**config.mk**
```make
export PLATFORM = sky130hd
export DESIGN_NAME = nearest_free_cell_escape
export DESIGN_NICKNAME = d
export VERILOG_FILES = /design/src/sv/nfce_pkg.sv /design/src/sv/nfce_mul.sv /design/src/sv/nfce_fsm.sv /design/src/sv/nearest_free_cell_escape.sv
export SDC_FILE = /design/constraint.sdc
export NUM_CORES = 2
export LEC_CHECK = 0
export BUFFER_PORTS_ARGS = -buffer_cell sky130_fd_sc_hd__buf_2
export CAP_MARGIN = 20
export CORE_MARGIN = 2
export CORE_UTILIZATION = 40
export DETAILED_ROUTE_END_ITERATION = 7
export GPL_TIMING_DRIVEN = 0
export MAX_ROUTING_LAYER = met4
export SLEW_MARGIN = 40
export SYNTH_ARGS = -nofsm -noshare
export SYNTH_HDL_FRONTEND = slang
export SYNTH_SLANG_ARGS = --single-unit
export TNS_END_PERCENT = 50
```
**constraint.sdc**
```tcl
create_clock -name clock -period 9.99 [get_ports clock]
set_input_delay 1.998 -clock clock [delete_from_list [all_inputs] [get_ports clock]]
set_output_delay 1.998 -clock clock [all_outputs]
set_load 0.05 [all_outputs]
```
**src/sv/nfce_pkg.sv**
```systemverilog
// ----------------------------------------------------------------------------
// Nearest free cell escape package
// Shared widths, reset values, word types, codes and sequencer types.
// ----------------------------------------------------------------------------
package nfce_pkg;

   localparam int NFCE_MAX_WIDTH  = 256;
   localparam int NFCE_MAX_HEIGHT = 256;

   localparam int COST_W     = 8;
   localparam int GRID_DIM_W = 9;
   localparam int SPEED_W    = 15;
   localparam int COORD_W    = 8;
   localparam int VEL_W      = 16;
   localparam int CSR_IDX_W  = 3;
   localparam int CSR_DATA_W = 15;

   // Largest map dimension the 9-bit size registers can express.
   localparam int DIM_LIMIT = 511;

   localparam logic [COST_W-1:0]     OCC_LIMIT_RESET  = 8'd50;
   localparam logic [COST_W-1:0]     FREE_LIMIT_RESET = 8'd0;
   localparam logic [SPEED_W-1:0]    SPEED_RESET      = 15'd0;
   localparam logic [GRID_DIM_W-1:0] GRID_DIM_RESET   = 9'd256;

   typedef enum logic [CSR_IDX_W-1:0] {
      CSR_OCCUPIED_LIMIT = 3'd0,
      CSR_FREE_LIMIT     = 3'd1,
      CSR_SPEED          = 3'd2,
      CSR_GRID_WIDTH     = 3'd3,
      CSR_GRID_HEIGHT    = 3'd4
   } csr_index_type;

   typedef struct packed {
      logic [COST_W-1:0] cell_cost;
      logic              last_cell;
   } req_word_type;

   typedef struct packed {
      logic                    stuck;
      logic                    found;
      logic [COORD_W-1:0]      target_col;
      logic [COORD_W-1:0]      target_row;
      logic signed [VEL_W-1:0] vel_x;
      logic signed [VEL_W-1:0] vel_y;
   } rsp_word_type;

   typedef enum logic [3:0] {
      ST_IDLE,
      ST_SQX,
      ST_SQY,
      ST_UPD,
      ST_PREP,
      ST_COMP,
      ST_SA,
      ST_USQ,
      ST_T2,
      ST_TD,
      ST_CMP,
      ST_OUT
   } state_type;

   typedef enum logic [2:0] {
      MUL_DX,
      MUL_DY,
      MUL_SA,
      MUL_USQ,
      MUL_TT,
      MUL_TD
   } mul_op_type;

   typedef struct packed {
      logic       ready;
      mul_op_type mul_op;
      logic       cap_dx2;
      logic       upd_cell;
      logic       start_final;
      logic       comp_skip;
      logic       comp_start;
      logic       cap_rhs;
      logic       cmp_step;
      logic       load_out;
   } ctrl_type;

   typedef struct packed {
      logic req_valid;
      logic last;
      logic escape;
      logic a_zero;
      logic bit_zero;
      logic bit_top;
      logic comp_y;
      logic out_free;
   } status_type;

   function automatic int max_int(input int a, input int b);
      return (a > b) ? a : b;
   endfunction

endpackage

```
**src/sv/nfce_mul.sv**
```systemverilog
// ----------------------------------------------------------------------------
// Shared multiplier
// Unsigned multiplier with a registered product, reused for every product
// the block needs: squared offsets, speed scaling and the rounding search.
// ----------------------------------------------------------------------------
module nfce_mul
   import nfce_pkg::*;
#(
   parameter int A_W = 32,
   parameter int B_W = 32
) (
   input  logic                 clock,
   input  logic [A_W-1:0]       op_a,
   input  logic [B_W-1:0]       op_b,
   output logic [A_W+B_W-1:0]   prod_ff
);

   logic [A_W+B_W-1:0] prod_in;

   assign prod_in = (A_W+B_W)'(op_a) * (A_W+B_W)'(op_b);

   always_ff @(posedge clock) begin
      prod_ff <= prod_in;
   end

endmodule

```
**src/sv/nfce_fsm.sv**
```systemverilog
// ----------------------------------------------------------------------------
// Escape search sequencer
// Steps each cell through the shared multiplier, then for an escape runs the
// bit-by-bit velocity search for both components, then hands on the result.
// ----------------------------------------------------------------------------
module nfce_fsm
   import nfce_pkg::*;
(
   input  logic       clock,
   input  logic       reset,
   input  status_type status,
   output ctrl_type   ctrl
);

   state_type state_ff;
   state_type state_in;

   always_ff @(posedge clock) begin
      if (reset) begin
         state_ff <= ST_IDLE;
      end else begin
         state_ff <= state_in;
      end
   end

   always_comb begin
      state_in = state_ff;
      unique case (state_ff)
         ST_IDLE: begin
            if (status.req_valid) state_in = ST_SQX;
         end
         ST_SQX: state_in = ST_SQY;
         ST_SQY: state_in = ST_UPD;
         ST_UPD: begin
            state_in = status.last ? ST_PREP : ST_IDLE;
         end
         ST_PREP: begin
            state_in = status.escape ? ST_COMP : ST_OUT;
         end
         ST_COMP: begin
            if (!status.a_zero) begin
               state_in = ST_SA;
            end else begin
               state_in = status.comp_y ? ST_OUT : ST_COMP;
            end
         end
         ST_SA:  state_in = ST_USQ;
         ST_USQ: state_in = ST_T2;
         ST_T2:  state_in = ST_TD;
         ST_TD:  state_in = ST_CMP;
         ST_CMP: begin
            if (!status.bit_zero) begin
               state_in = ST_T2;
            end else begin
               state_in = status.comp_y ? ST_OUT : ST_COMP;
            end
         end
         ST_OUT: begin
            if (status.out_free) state_in = ST_IDLE;
         end
         default: state_in = ST_IDLE;
      endcase
   end

   always_comb begin
      ctrl = '0;
      ctrl.mul_op = MUL_DX;
      unique case (state_ff)
         ST_IDLE: ctrl.ready = 1'b1;
         ST_SQX:  ctrl.mul_op = MUL_DX;
         ST_SQY: begin
            ctrl.mul_op  = MUL_DY;
            ctrl.cap_dx2 = 1'b1;
         end
         ST_UPD:  ctrl.upd_cell = 1'b1;
         ST_PREP: ctrl.start_final = 1'b1;
         ST_COMP: begin
            ctrl.comp_skip  = status.a_zero;
            ctrl.comp_start = !status.a_zero;
         end
         ST_SA:   ctrl.mul_op = MUL_SA;
         ST_USQ:  ctrl.mul_op = MUL_USQ;
         ST_T2: begin
            ctrl.mul_op  = MUL_TT;
            ctrl.cap_rhs = status.bit_top;
         end
         ST_TD:   ctrl.mul_op = MUL_TD;
         ST_CMP:  ctrl.cmp_step = 1'b1;
         ST_OUT:  ctrl.load_out = status.out_free;
         default: ctrl.ready = 1'b0;
      endcase
   end

endmodule

```
**src/sv/nearest_free_cell_escape.sv**
```systemverilog
// ----------------------------------------------------------------------------
// Nearest free cell escape
// Scans a costmap and reports the free cell nearest the centre together
// with an escape velocity toward it.
// ----------------------------------------------------------------------------
// Usage: the costmap streams in on the req_ channel, one cell cost per word
// in row-major order, with last_cell set on the final cell. For each cell
// the word is taken, then the shared multiplier squares the column and row
// offsets and the nearest-cell compare follows. req_stall stays high after
// each accepted word until the block is back in idle.
// After the last cell the block produces one rsp_ word. When the robot is not
// stuck or no free cell was seen, it goes straight to the output register.
// Otherwise each velocity component with a nonzero offset runs a 15-step
// rounding search on the same multiplier, set up in COMP, SA and USQ, with
// each step passing through T2, TD and CMP.
// The result waits in an output register while rsp_stall is high; the next
// map can start streaming in meanwhile, and only the following result waits
// for that register to empty.
// Registers must be written through the csr_ port only while the block is
// idle; the block itself does not enforce this. Synchronous reset restores
// the register defaults, clears the scan state and drops rsp_valid.
// ----------------------------------------------------------------------------
module nearest_free_cell_escape
   import nfce_pkg::*;
#(
   parameter int MAX_WIDTH  = NFCE_MAX_WIDTH,
   parameter int MAX_HEIGHT = NFCE_MAX_HEIGHT
) (
   input  logic                  clock,
   input  logic                  reset,
   input  logic                  req_valid,
   output logic                  req_stall,
   input  req_word_type          req_data,
   output logic                  rsp_valid,
   input  logic                  rsp_stall,
   output rsp_word_type          rsp_data,
   input  logic                  csr_we,
   input  logic [CSR_IDX_W-1:0]  csr_index,
   input  logic [CSR_DATA_W-1:0] csr_wdata
);

   localparam int EW  = (MAX_WIDTH  < DIM_LIMIT) ? MAX_WIDTH  : DIM_LIMIT;
   localparam int EH  = (MAX_HEIGHT < DIM_LIMIT) ? MAX_HEIGHT : DIM_LIMIT;
   localparam int CW  = $clog2(EW);
   localparam int RW  = $clog2(EH);
   localparam int AW  = max_int(CW, RW);
   localparam int DW  = 2 * AW + 1;
   localparam int TW  = SPEED_W + 1;
   localparam int UW  = SPEED_W + 1 + AW;
   localparam int MA  = max_int(2 * TW, UW);
   localparam int MB  = max_int(DW, UW);
   localparam int PW  = MA + MB;
   localparam int SBW = $clog2(SPEED_W);
   localparam logic [GRID_DIM_W-1:0] W_CAP   = GRID_DIM_W'(EW);
   localparam logic [GRID_DIM_W-1:0] H_CAP   = GRID_DIM_W'(EH);
   localparam logic [SBW-1:0]        BIT_TOP = SBW'(SPEED_W - 1);

   // Configuration registers.
   logic [COST_W-1:0]     occ_limit_ff;
   logic [COST_W-1:0]     free_limit_ff;
   logic [SPEED_W-1:0]    speed_ff;
   logic [GRID_DIM_W-1:0] grid_w_ff;
   logic [GRID_DIM_W-1:0] grid_h_ff;

   // Scan state.
   logic [CW-1:0]     col_ff;
   logic [RW-1:0]     row_ff;
   logic [COST_W-1:0] centre_ff;
   logic [DW-1:0]     best_d2_ff;
   logic [CW-1:0]     best_col_ff;
   logic [RW-1:0]     best_row_ff;
   logic              found_ff;

   // Per-cell and final-phase working registers.
   logic [COST_W-1:0] cost_ff;
   logic              last_ff;
   logic [DW-1:0]     dx2_ff;
   logic              comp_ff;
   logic [SBW-1:0]    bit_ff;
   logic [SPEED_W-1:0] m_ff;
   logic [2*UW-1:0]   rhs_ff;
   logic [VEL_W-1:0]  vx_ff;
   logic [VEL_W-1:0]  vy_ff;
   logic              stuck_ff;
   logic              esc_ff;

   logic         rsp_valid_ff;
   rsp_word_type rsp_data_ff;

   ctrl_type   ctrl;
   status_type status;

   logic [MA-1:0] mul_a;
   logic [MB-1:0] mul_b;
   logic [PW-1:0] prod_ff;

   logic [GRID_DIM_W-1:0] w_eff;
   logic [GRID_DIM_W-1:0] h_eff;
   logic [CW-1:0]         cx;
   logic [RW-1:0]         cy;
   logic [CW-1:0]         adx;
   logic [RW-1:0]         ady;
   logic                  bx_neg;
   logic                  by_neg;
   logic [CW-1:0]         abx;
   logic [RW-1:0]         aby;
   logic [AW-1:0]         a_cur;
   logic                  neg_cur;
   logic [DW-1:0]         d2_cur;
   logic                  take_best;
   logic                  col_wrap;
   logic                  row_wrap;
   logic                  out_free;
   logic [SPEED_W-1:0]    cand;
   logic [TW-1:0]         t_val;
   logic [UW-1:0]         u_val;
   logic [SPEED_W-1:0]    m_next;
   logic [VEL_W-1:0]      vel_mag;
   logic [VEL_W-1:0]      vel_rec;
   logic                  record;
   logic                  req_take;

   // Effective map size: zero counts as one, large values clamp to the cap.
   always_comb begin
      priority if (grid_w_ff == '0) begin
         w_eff = GRID_DIM_W'(1);
      end else if (grid_w_ff > W_CAP) begin
         w_eff = W_CAP;
      end else begin
         w_eff = grid_w_ff;
      end
      priority if (grid_h_ff == '0) begin
         h_eff = GRID_DIM_W'(1);
      end else if (grid_h_ff > H_CAP) begin
         h_eff = H_CAP;
      end else begin
         h_eff = grid_h_ff;
      end
   end

   assign cx = CW'(w_eff >> 1);
   assign cy = RW'(h_eff >> 1);

   assign adx = (col_ff < cx) ? (cx - col_ff) : (col_ff - cx);
   assign ady = (row_ff < cy) ? (cy - row_ff) : (row_ff - cy);

   assign bx_neg  = best_col_ff < cx;
   assign by_neg  = best_row_ff < cy;
   assign abx     = bx_neg ? (cx - best_col_ff) : (best_col_ff - cx);
   assign aby     = by_neg ? (cy - best_row_ff) : (best_row_ff - cy);
   assign a_cur   = comp_ff ? AW'(aby) : AW'(abx);
   assign neg_cur = comp_ff ? by_neg : bx_neg;

   assign req_take = req_valid && ctrl.ready;
   assign out_free = !rsp_valid_ff || !rsp_stall;

   // Candidate for the current bit of the rounded magnitude; t = 2 * cand - 1.
   assign cand   = m_ff | (SPEED_W'(1) << bit_ff);
   assign t_val  = {cand, 1'b0} - TW'(1);
   assign u_val  = {prod_ff[UW-2:0], 1'b0};
   assign m_next = (prod_ff <= PW'(rhs_ff)) ? cand : m_ff;

   assign vel_mag = VEL_W'(ctrl.comp_skip ? '0 : m_next);
   assign vel_rec = neg_cur ? (~vel_mag + VEL_W'(1)) : vel_mag;
   assign record  = ctrl.comp_skip || (ctrl.cmp_step && status.bit_zero);

   assign d2_cur    = dx2_ff + DW'(prod_ff);
   assign take_best = (cost_ff <= free_limit_ff) && (!found_ff || (d2_cur < best_d2_ff));
   assign col_wrap  = ((GRID_DIM_W+1)'(col_ff) + (GRID_DIM_W+1)'(1))
                      >= (GRID_DIM_W+1)'(w_eff);
   assign row_wrap  = ((GRID_DIM_W+1)'(row_ff) + (GRID_DIM_W+1)'(1))
                      >= (GRID_DIM_W+1)'(h_eff);

   always_comb begin
      status.req_valid = req_valid;
      status.last      = last_ff;
      status.escape    = (centre_ff > occ_limit_ff) && found_ff;
      status.a_zero    = (a_cur == '0);
      status.bit_zero  = (bit_ff == '0);
      status.bit_top   = (bit_ff == BIT_TOP);
      status.comp_y    = comp_ff;
      status.out_free  = out_free;
   end

   always_comb begin
      unique case (ctrl.mul_op)
         MUL_DX: begin
            mul_a = MA'(adx);
            mul_b = MB'(adx);
         end
         MUL_DY: begin
            mul_a = MA'(ady);
            mul_b = MB'(ady);
         end
         MUL_SA: begin
            mul_a = MA'(speed_ff);
            mul_b = MB'(a_cur);
         end
         MUL_USQ: begin
            mul_a = MA'(u_val);
            mul_b = MB'(u_val);
         end
         MUL_TT: begin
            mul_a = MA'(t_val);
            mul_b = MB'(t_val);
         end
         MUL_TD: begin
            mul_a = MA'(prod_ff[2*TW-1:0]);
            mul_b = MB'(best_d2_ff);
         end
         default: begin
            mul_a = '0;
            mul_b = '0;
         end
      endcase
   end

   nfce_mul #(
      .A_W (MA),
      .B_W (MB)
   ) u_mul (
      .clock   (clock),
      .op_a    (mul_a),
      .op_b    (mul_b),
      .prod_ff (prod_ff)
   );

   nfce_fsm u_fsm (
      .clock  (clock),
      .reset  (reset),
      .status (status),
      .ctrl   (ctrl)
   );

   // Configuration port.
   always_ff @(posedge clock) begin
      if (reset) begin
         occ_limit_ff  <= OCC_LIMIT_RESET;
         free_limit_ff <= FREE_LIMIT_RESET;
         speed_ff      <= SPEED_RESET;
         grid_w_ff     <= GRID_DIM_RESET;
         grid_h_ff     <= GRID_DIM_RESET;
      end else if (csr_we) begin
         unique case (csr_index)
            CSR_OCCUPIED_LIMIT: occ_limit_ff  <= csr_wdata[COST_W-1:0];
            CSR_FREE_LIMIT:     free_limit_ff <= csr_wdata[COST_W-1:0];
            CSR_SPEED:          speed_ff      <= csr_wdata[SPEED_W-1:0];
            CSR_GRID_WIDTH:     grid_w_ff     <= csr_wdata[GRID_DIM_W-1:0];
            CSR_GRID_HEIGHT:    grid_h_ff     <= csr_wdata[GRID_DIM_W-1:0];
            default: ;
         endcase
      end
   end

   // Scan state: centre capture, nearest cell tracking and cell counters.
   always_ff @(posedge clock) begin
      if (reset || ctrl.load_out) begin
         col_ff      <= '0;
         row_ff      <= '0;
         centre_ff   <= '0;
         best_d2_ff  <= '1;
         best_col_ff <= '0;
         best_row_ff <= '0;
         found_ff    <= 1'b0;
      end else begin
         if (req_take && (col_ff == cx) && (row_ff == cy)) begin
            centre_ff <= req_data.cell_cost;
         end
         if (ctrl.upd_cell) begin
            if (take_best) begin
               best_d2_ff  <= d2_cur;
               best_col_ff <= col_ff;
               best_row_ff <= row_ff;
               found_ff    <= 1'b1;
            end
            if (col_wrap) begin
               col_ff <= '0;
               row_ff <= row_wrap ? '0 : (row_ff + RW'(1));
            end else begin
               col_ff <= col_ff + CW'(1);
            end
         end
      end
   end

   always_ff @(posedge clock) begin
      if (req_take) begin
         cost_ff <= req_data.cell_cost;
         last_ff <= req_data.last_cell;
      end
      if (ctrl.cap_dx2) begin
         dx2_ff <= DW'(prod_ff);
      end
      if (ctrl.cap_rhs) begin
         rhs_ff <= prod_ff[2*UW-1:0];
      end
      if (ctrl.start_final) begin
         stuck_ff <= centre_ff > occ_limit_ff;
         esc_ff   <= status.escape;
      end
      if (record) begin
         if (comp_ff) begin
            vy_ff <= vel_rec;
         end else begin
            vx_ff <= vel_rec;
         end
      end
   end

   // Rounding search over the velocity magnitude, one bit per step.
   always_ff @(posedge clock) begin
      if (reset) begin
         comp_ff <= 1'b0;
         bit_ff  <= '0;
         m_ff    <= '0;
      end else begin
         if (ctrl.start_final) begin
            comp_ff <= 1'b0;
         end else if (record) begin
            comp_ff <= !comp_ff;
         end
         if (ctrl.comp_start) begin
            m_ff   <= '0;
            bit_ff <= BIT_TOP;
         end else if (ctrl.cmp_step) begin
            m_ff <= m_next;
            if (!status.bit_zero) begin
               bit_ff <= bit_ff - SBW'(1);
            end
         end
      end
   end

   // Output register.
   always_ff @(posedge clock) begin
      if (reset) begin
         rsp_valid_ff <= 1'b0;
      end else if (ctrl.load_out) begin
         rsp_valid_ff <= 1'b1;
      end else if (!rsp_stall) begin
         rsp_valid_ff <= 1'b0;
      end
   end

   always_ff @(posedge clock) begin
      if (ctrl.load_out) begin
         rsp_data_ff.stuck      <= stuck_ff;
         rsp_data_ff.found      <= esc_ff;
         rsp_data_ff.target_col <= esc_ff ? COORD_W'(best_col_ff) : '0;
         rsp_data_ff.target_row <= esc_ff ? COORD_W'(best_row_ff) : '0;
         rsp_data_ff.vel_x      <= esc_ff ? vx_ff : '0;
         rsp_data_ff.vel_y      <= esc_ff ? vy_ff : '0;
      end
   end

   assign req_stall = !ctrl.ready;
   assign rsp_valid = rsp_valid_ff;
   assign rsp_data  = rsp_data_ff;

endmodule

```
==> flow_summary_export.csv <==
group,metric,value,unit
placed_design,hpwl,113000,um
route,wire_per_inst,21.7,um
floorplan,die_y,333,um
synthesis,synth.distinct_cells,95,
synthesis,async_flop_share,0,%
min_path,hp-class,"flop to flop",
cts,hold_buffers,0,
cts,cts_buffer_depth,3,
cts,clock_sinks,346,
sta,tightestPinTransition,1010,ps
route,finalWirelength,141000,um
worst_setup_path,worstPathRequired,10420,ps
floorplan,rows,120,
worst_setup_path,criticalPathCategory,"flop to flop",
route,antenna_left,0,
synthesis,synth_top_family_by_area,"adder cells",
power_and_ir_drop,power_density,87.9,nW/um2
floorplan,core-area,107000,um2
synthesis,yosys_register_bits,346,
cts,h-tree-depth,2,
worst_setup_path,reg2regPathDepth,37,
global_routing,grt-ovfl-total,0,
cts,ctsRootBufferMaster,"clkbuf_16",
synthesis,synth_compound_area_share,10.3,%
cts,clkTransAtPathRegs,70,ps
sta,post-route-period-util,99.5,%
worst_setup_path,critPathMaxStageDelay,540,ps
synthesis,synth.top_cells.by_area,"fa_1 31%, edfxtp_1 11%, ha_1 11%, dfxtp_1 8.7%, inv_1 8.1%",
cts,clock_latency,580,ps
global_routing,antenna_found_initial,4,
route,drt_pre_antenna_iters,6,
worst_setup_path,worst_r2r_endpoint,"u_mul.prod_ff[44]$_DFF_P_",
worst_setup_path,crit_path_end_kind,"flop",
synthesis,avgSynthCellArea,9.02,um2
sta,period_minus_slack,9940,ps
global_routing,track_usage,26.0,%
power_and_ir_drop,p_leak,21.9,nW
floorplan,dieArea,111000,um2
floorplan,ios,84,
sta,skew,32.4,ps
worst_setup_path,r2r_setup_slack,50,ps
run,maxCapViolCount,0,
worst_setup_path,r2r_start,"grid_w_ff[8]$_SDFFE_PP1P_",
cts,cts_tree,"built",
synthesis,yosysWarnings,0,
global_routing,grt_pass1_vias,34725,
global_routing,grt_first_pass_wirelength,212000,um
finish,area_growth,13.4,%
placed_design,place.gp.congestion,0.993,
sta,max_freq,101,MHz
route,drtIter0Drc,3024,
route,vias,34762,
worst_setup_path,setup.worst_path.start_class,"flop",
worst_setup_path,endpoint,"u_mul.prod_ff[44]$_DFF_P_",
finish,drive_gt1_share,10.9,%
route,drcViolationCount,0,
sta,hold_viol_final,0,
sta,rsz0062_at_grt,"true",
synthesis,yosysTopAreaCell,"fa_1",
finish,finish.utilization,45.7,%
worst_setup_path,cp.arrival,10370,ps
worst_setup_path,critPathMaxFanout,9,
synthesis,synthSimpleGateAreaFrac,14.8,%
placed_design,io_buffers,82,
floorplan,die_w,333,um
synthesis,muxShareOfSynthArea,1.47,%
synthesis,ys_seq_area_share,19.7,%
sta,report.final.slew_viol_count,0,
floorplan,start_util,40.3,%
cts,numCtsBuffers,37,
worst_setup_path,cp_common_cell,"fa_1",
synthesis,yosysMostFrequentCell,"inv_1",
outcome,status,"completed",
sta,finalSetupViolations,0,
synthesis,synth-xor-area-share,2.13,%
synthesis,netlist.area_leader.share,30.9,%
global_routing,grt_max_degree,20,
synthesis,synth_ff_type,"dfxtp_1",
worst_setup_path,crit_slowest_cell,"fa_1",
sta,slew_headroom,32.8,%
finish,final_nets,6117,
worst_setup_path,cp-startpoint,"grid_w_ff[8]$_SDFFE_PP1P_",
sta,whs,432,ps
synthesis,netlist_top_cells_count,"931 x inv_1, 769 x nand2_1, 667 x fa_1",
power_and_ir_drop,vdd_drop_max,0.229,mV
synthesis,synthAdderAreaFrac,41.5,%
route,routed_via_density,5.36,
synthesis,synthCells,4785,
synthesis,synth_edf_count,158,
synthesis,netlist_area,43200,um2
metrics by stage:
stage | total power, W | cells | setup WS, ps | area (um2) | setup TNS (ps)
2_1_floorplan | 0.00248 | 4846 | 317 | 43400 | 0
3_3_place_gp | 0.00272 | 6331 | -2310 | 45600 | -50600
3_5_place_dp | 0.00274 | 6351 | -1990 | 45900 | -40560
4_1_cts | 0.00423 | 6451 | 2.10 | 48200 | 0
5_1_grt | 0.00456 | 6486 | -171 | 48900 | -1470
6_report | 0.00431 | 6487 | 46.2 | 49000 | 0
sequential cells by signal, indices dropped and copies added, names as in the netlist, 4 cells and up:
name            count
speed_ff           15
vy_ff              16
occ_limit_ff        8
grid_w_ff           9
best_row_ff         8
col_ff              8
free_limit_ff       8
centre_ff           8
grid_h_ff           9
rhs_ff             48
dx2_ff             17
rsp_data           50
cost_ff             8
best_d2_ff         17
m_ff               15
best_col_ff         8
u_mul.prod_ff      56
vx_ff              16
u_fsm.state_ff      4
row_ff              8
bit_ff              4
critical path: cells and delay by family, from the launching register on:
family                     cells  cell delay [ps]
and+or+nand+nor                4              620
DFF                            1              380
buffers and inverters          9              960
AOI/OAI and AO/OA             13             3310
xor gates and xnor gates       1               80
adders and majority gates      9             4240
muxes                          1              170
cell usage in the layout (no fill, tap or decap), types with 13 or more instances in the layout:
master	n
a211oi_1	20
a21o_1	80
a21oi_1	208
a21oi_2	15
a31oi_1	13
and2_1	120
and3_1	22
buf_2	100
buf_4	80
buf_6	14
clkbuf_1	103
clkbuf_16	39
clkbuf_2	51
conb_1	63
dfxtp_1	185
edfxtp_1	158
fa_1	659
ha_1	343
ha_4	13
inv_1	916
inv_2	13
mux2i_1	50
nand2_1	753
nand2b_1	30
nand3_1	45
nand4_1	27
nor2_1	268
nor2_4	13
nor2b_1	23
nor3_1	32
o211ai_1	33
o21a_1	22
o21ai_0	68
xnor2_1	79
xor2_1	21
cell type report:
class | instances | area, um2
buffer | 189 | 987
sequential | 346 | 8510
inverter | 934 | 3530
multi-input combinational | 3368 | 31700
timing repair buffer | 176 | 1250
clock inverter | 20 | 250
clock buffer | 48 | 998
fill | 10371 | 58100
antenna | 3 | 7.51
tap | 1403 | 1760
how the worst min path moves through the flow:
stage                              startpoint                endpoint  slack, ps  depth (start not counted)
CTS                 u_mul.prod_ff[41]$_DFF_P_    rhs_ff[41]$_DFFE_PP_        440                          0
finish                     stuck_ff$_DFFE_PP_  rsp_data[49]$_DFFE_PP_        430                          0
detailed placement  u_mul.prod_ff[41]$_DFF_P_    rhs_ff[41]$_DFFE_PP_        420                          0
global placement    u_mul.prod_ff[32]$_DFF_P_    rhs_ff[32]$_DFFE_PP_        420                          0
floorplan                  stuck_ff$_DFFE_PP_  rsp_data[49]$_DFFE_PP_        400                          0
global route        u_mul.prod_ff[34]$_DFF_P_    rhs_ff[34]$_DFFE_PP_        450                          0
power by group:
group          internal (W)  switching, W
clock network      0.000825      0.000615
registers           0.00154     0.0000464
logic              0.000541      0.000737
layer usage:
metal | global-route usage [%] | share of wire, % | wire, um
met5 | - | 0 | 0
met1 | 34.7 | 42 | 58600
met4 | 10.1 | 4.6 | 6430
met3 | 4.35 | 8.7 | 12200
met2 | 39.6 | 45 | 63300
cells by family (layout without fill, tap and decap cells):
group,Yosys count,in the layout
other,2,66
buffers and inverters,1132,1367
adder cells (fa/ha/maj),1033,1033
AO/OA/AOI/OAI,669,669
AND/OR/NAND/NOR,1436,1436
flip-flops,346,346
multiplexers,62,62
XOR/XNOR,105,105
timing repair:
item                       in CTS  in global routing
resized for setup             171                175
gates cloned                    1                  0
setup buffers                  37                 38
pin swaps                      32                 73
setup endpoints to repair      33                 25
(Power assumes the default switching activity.)
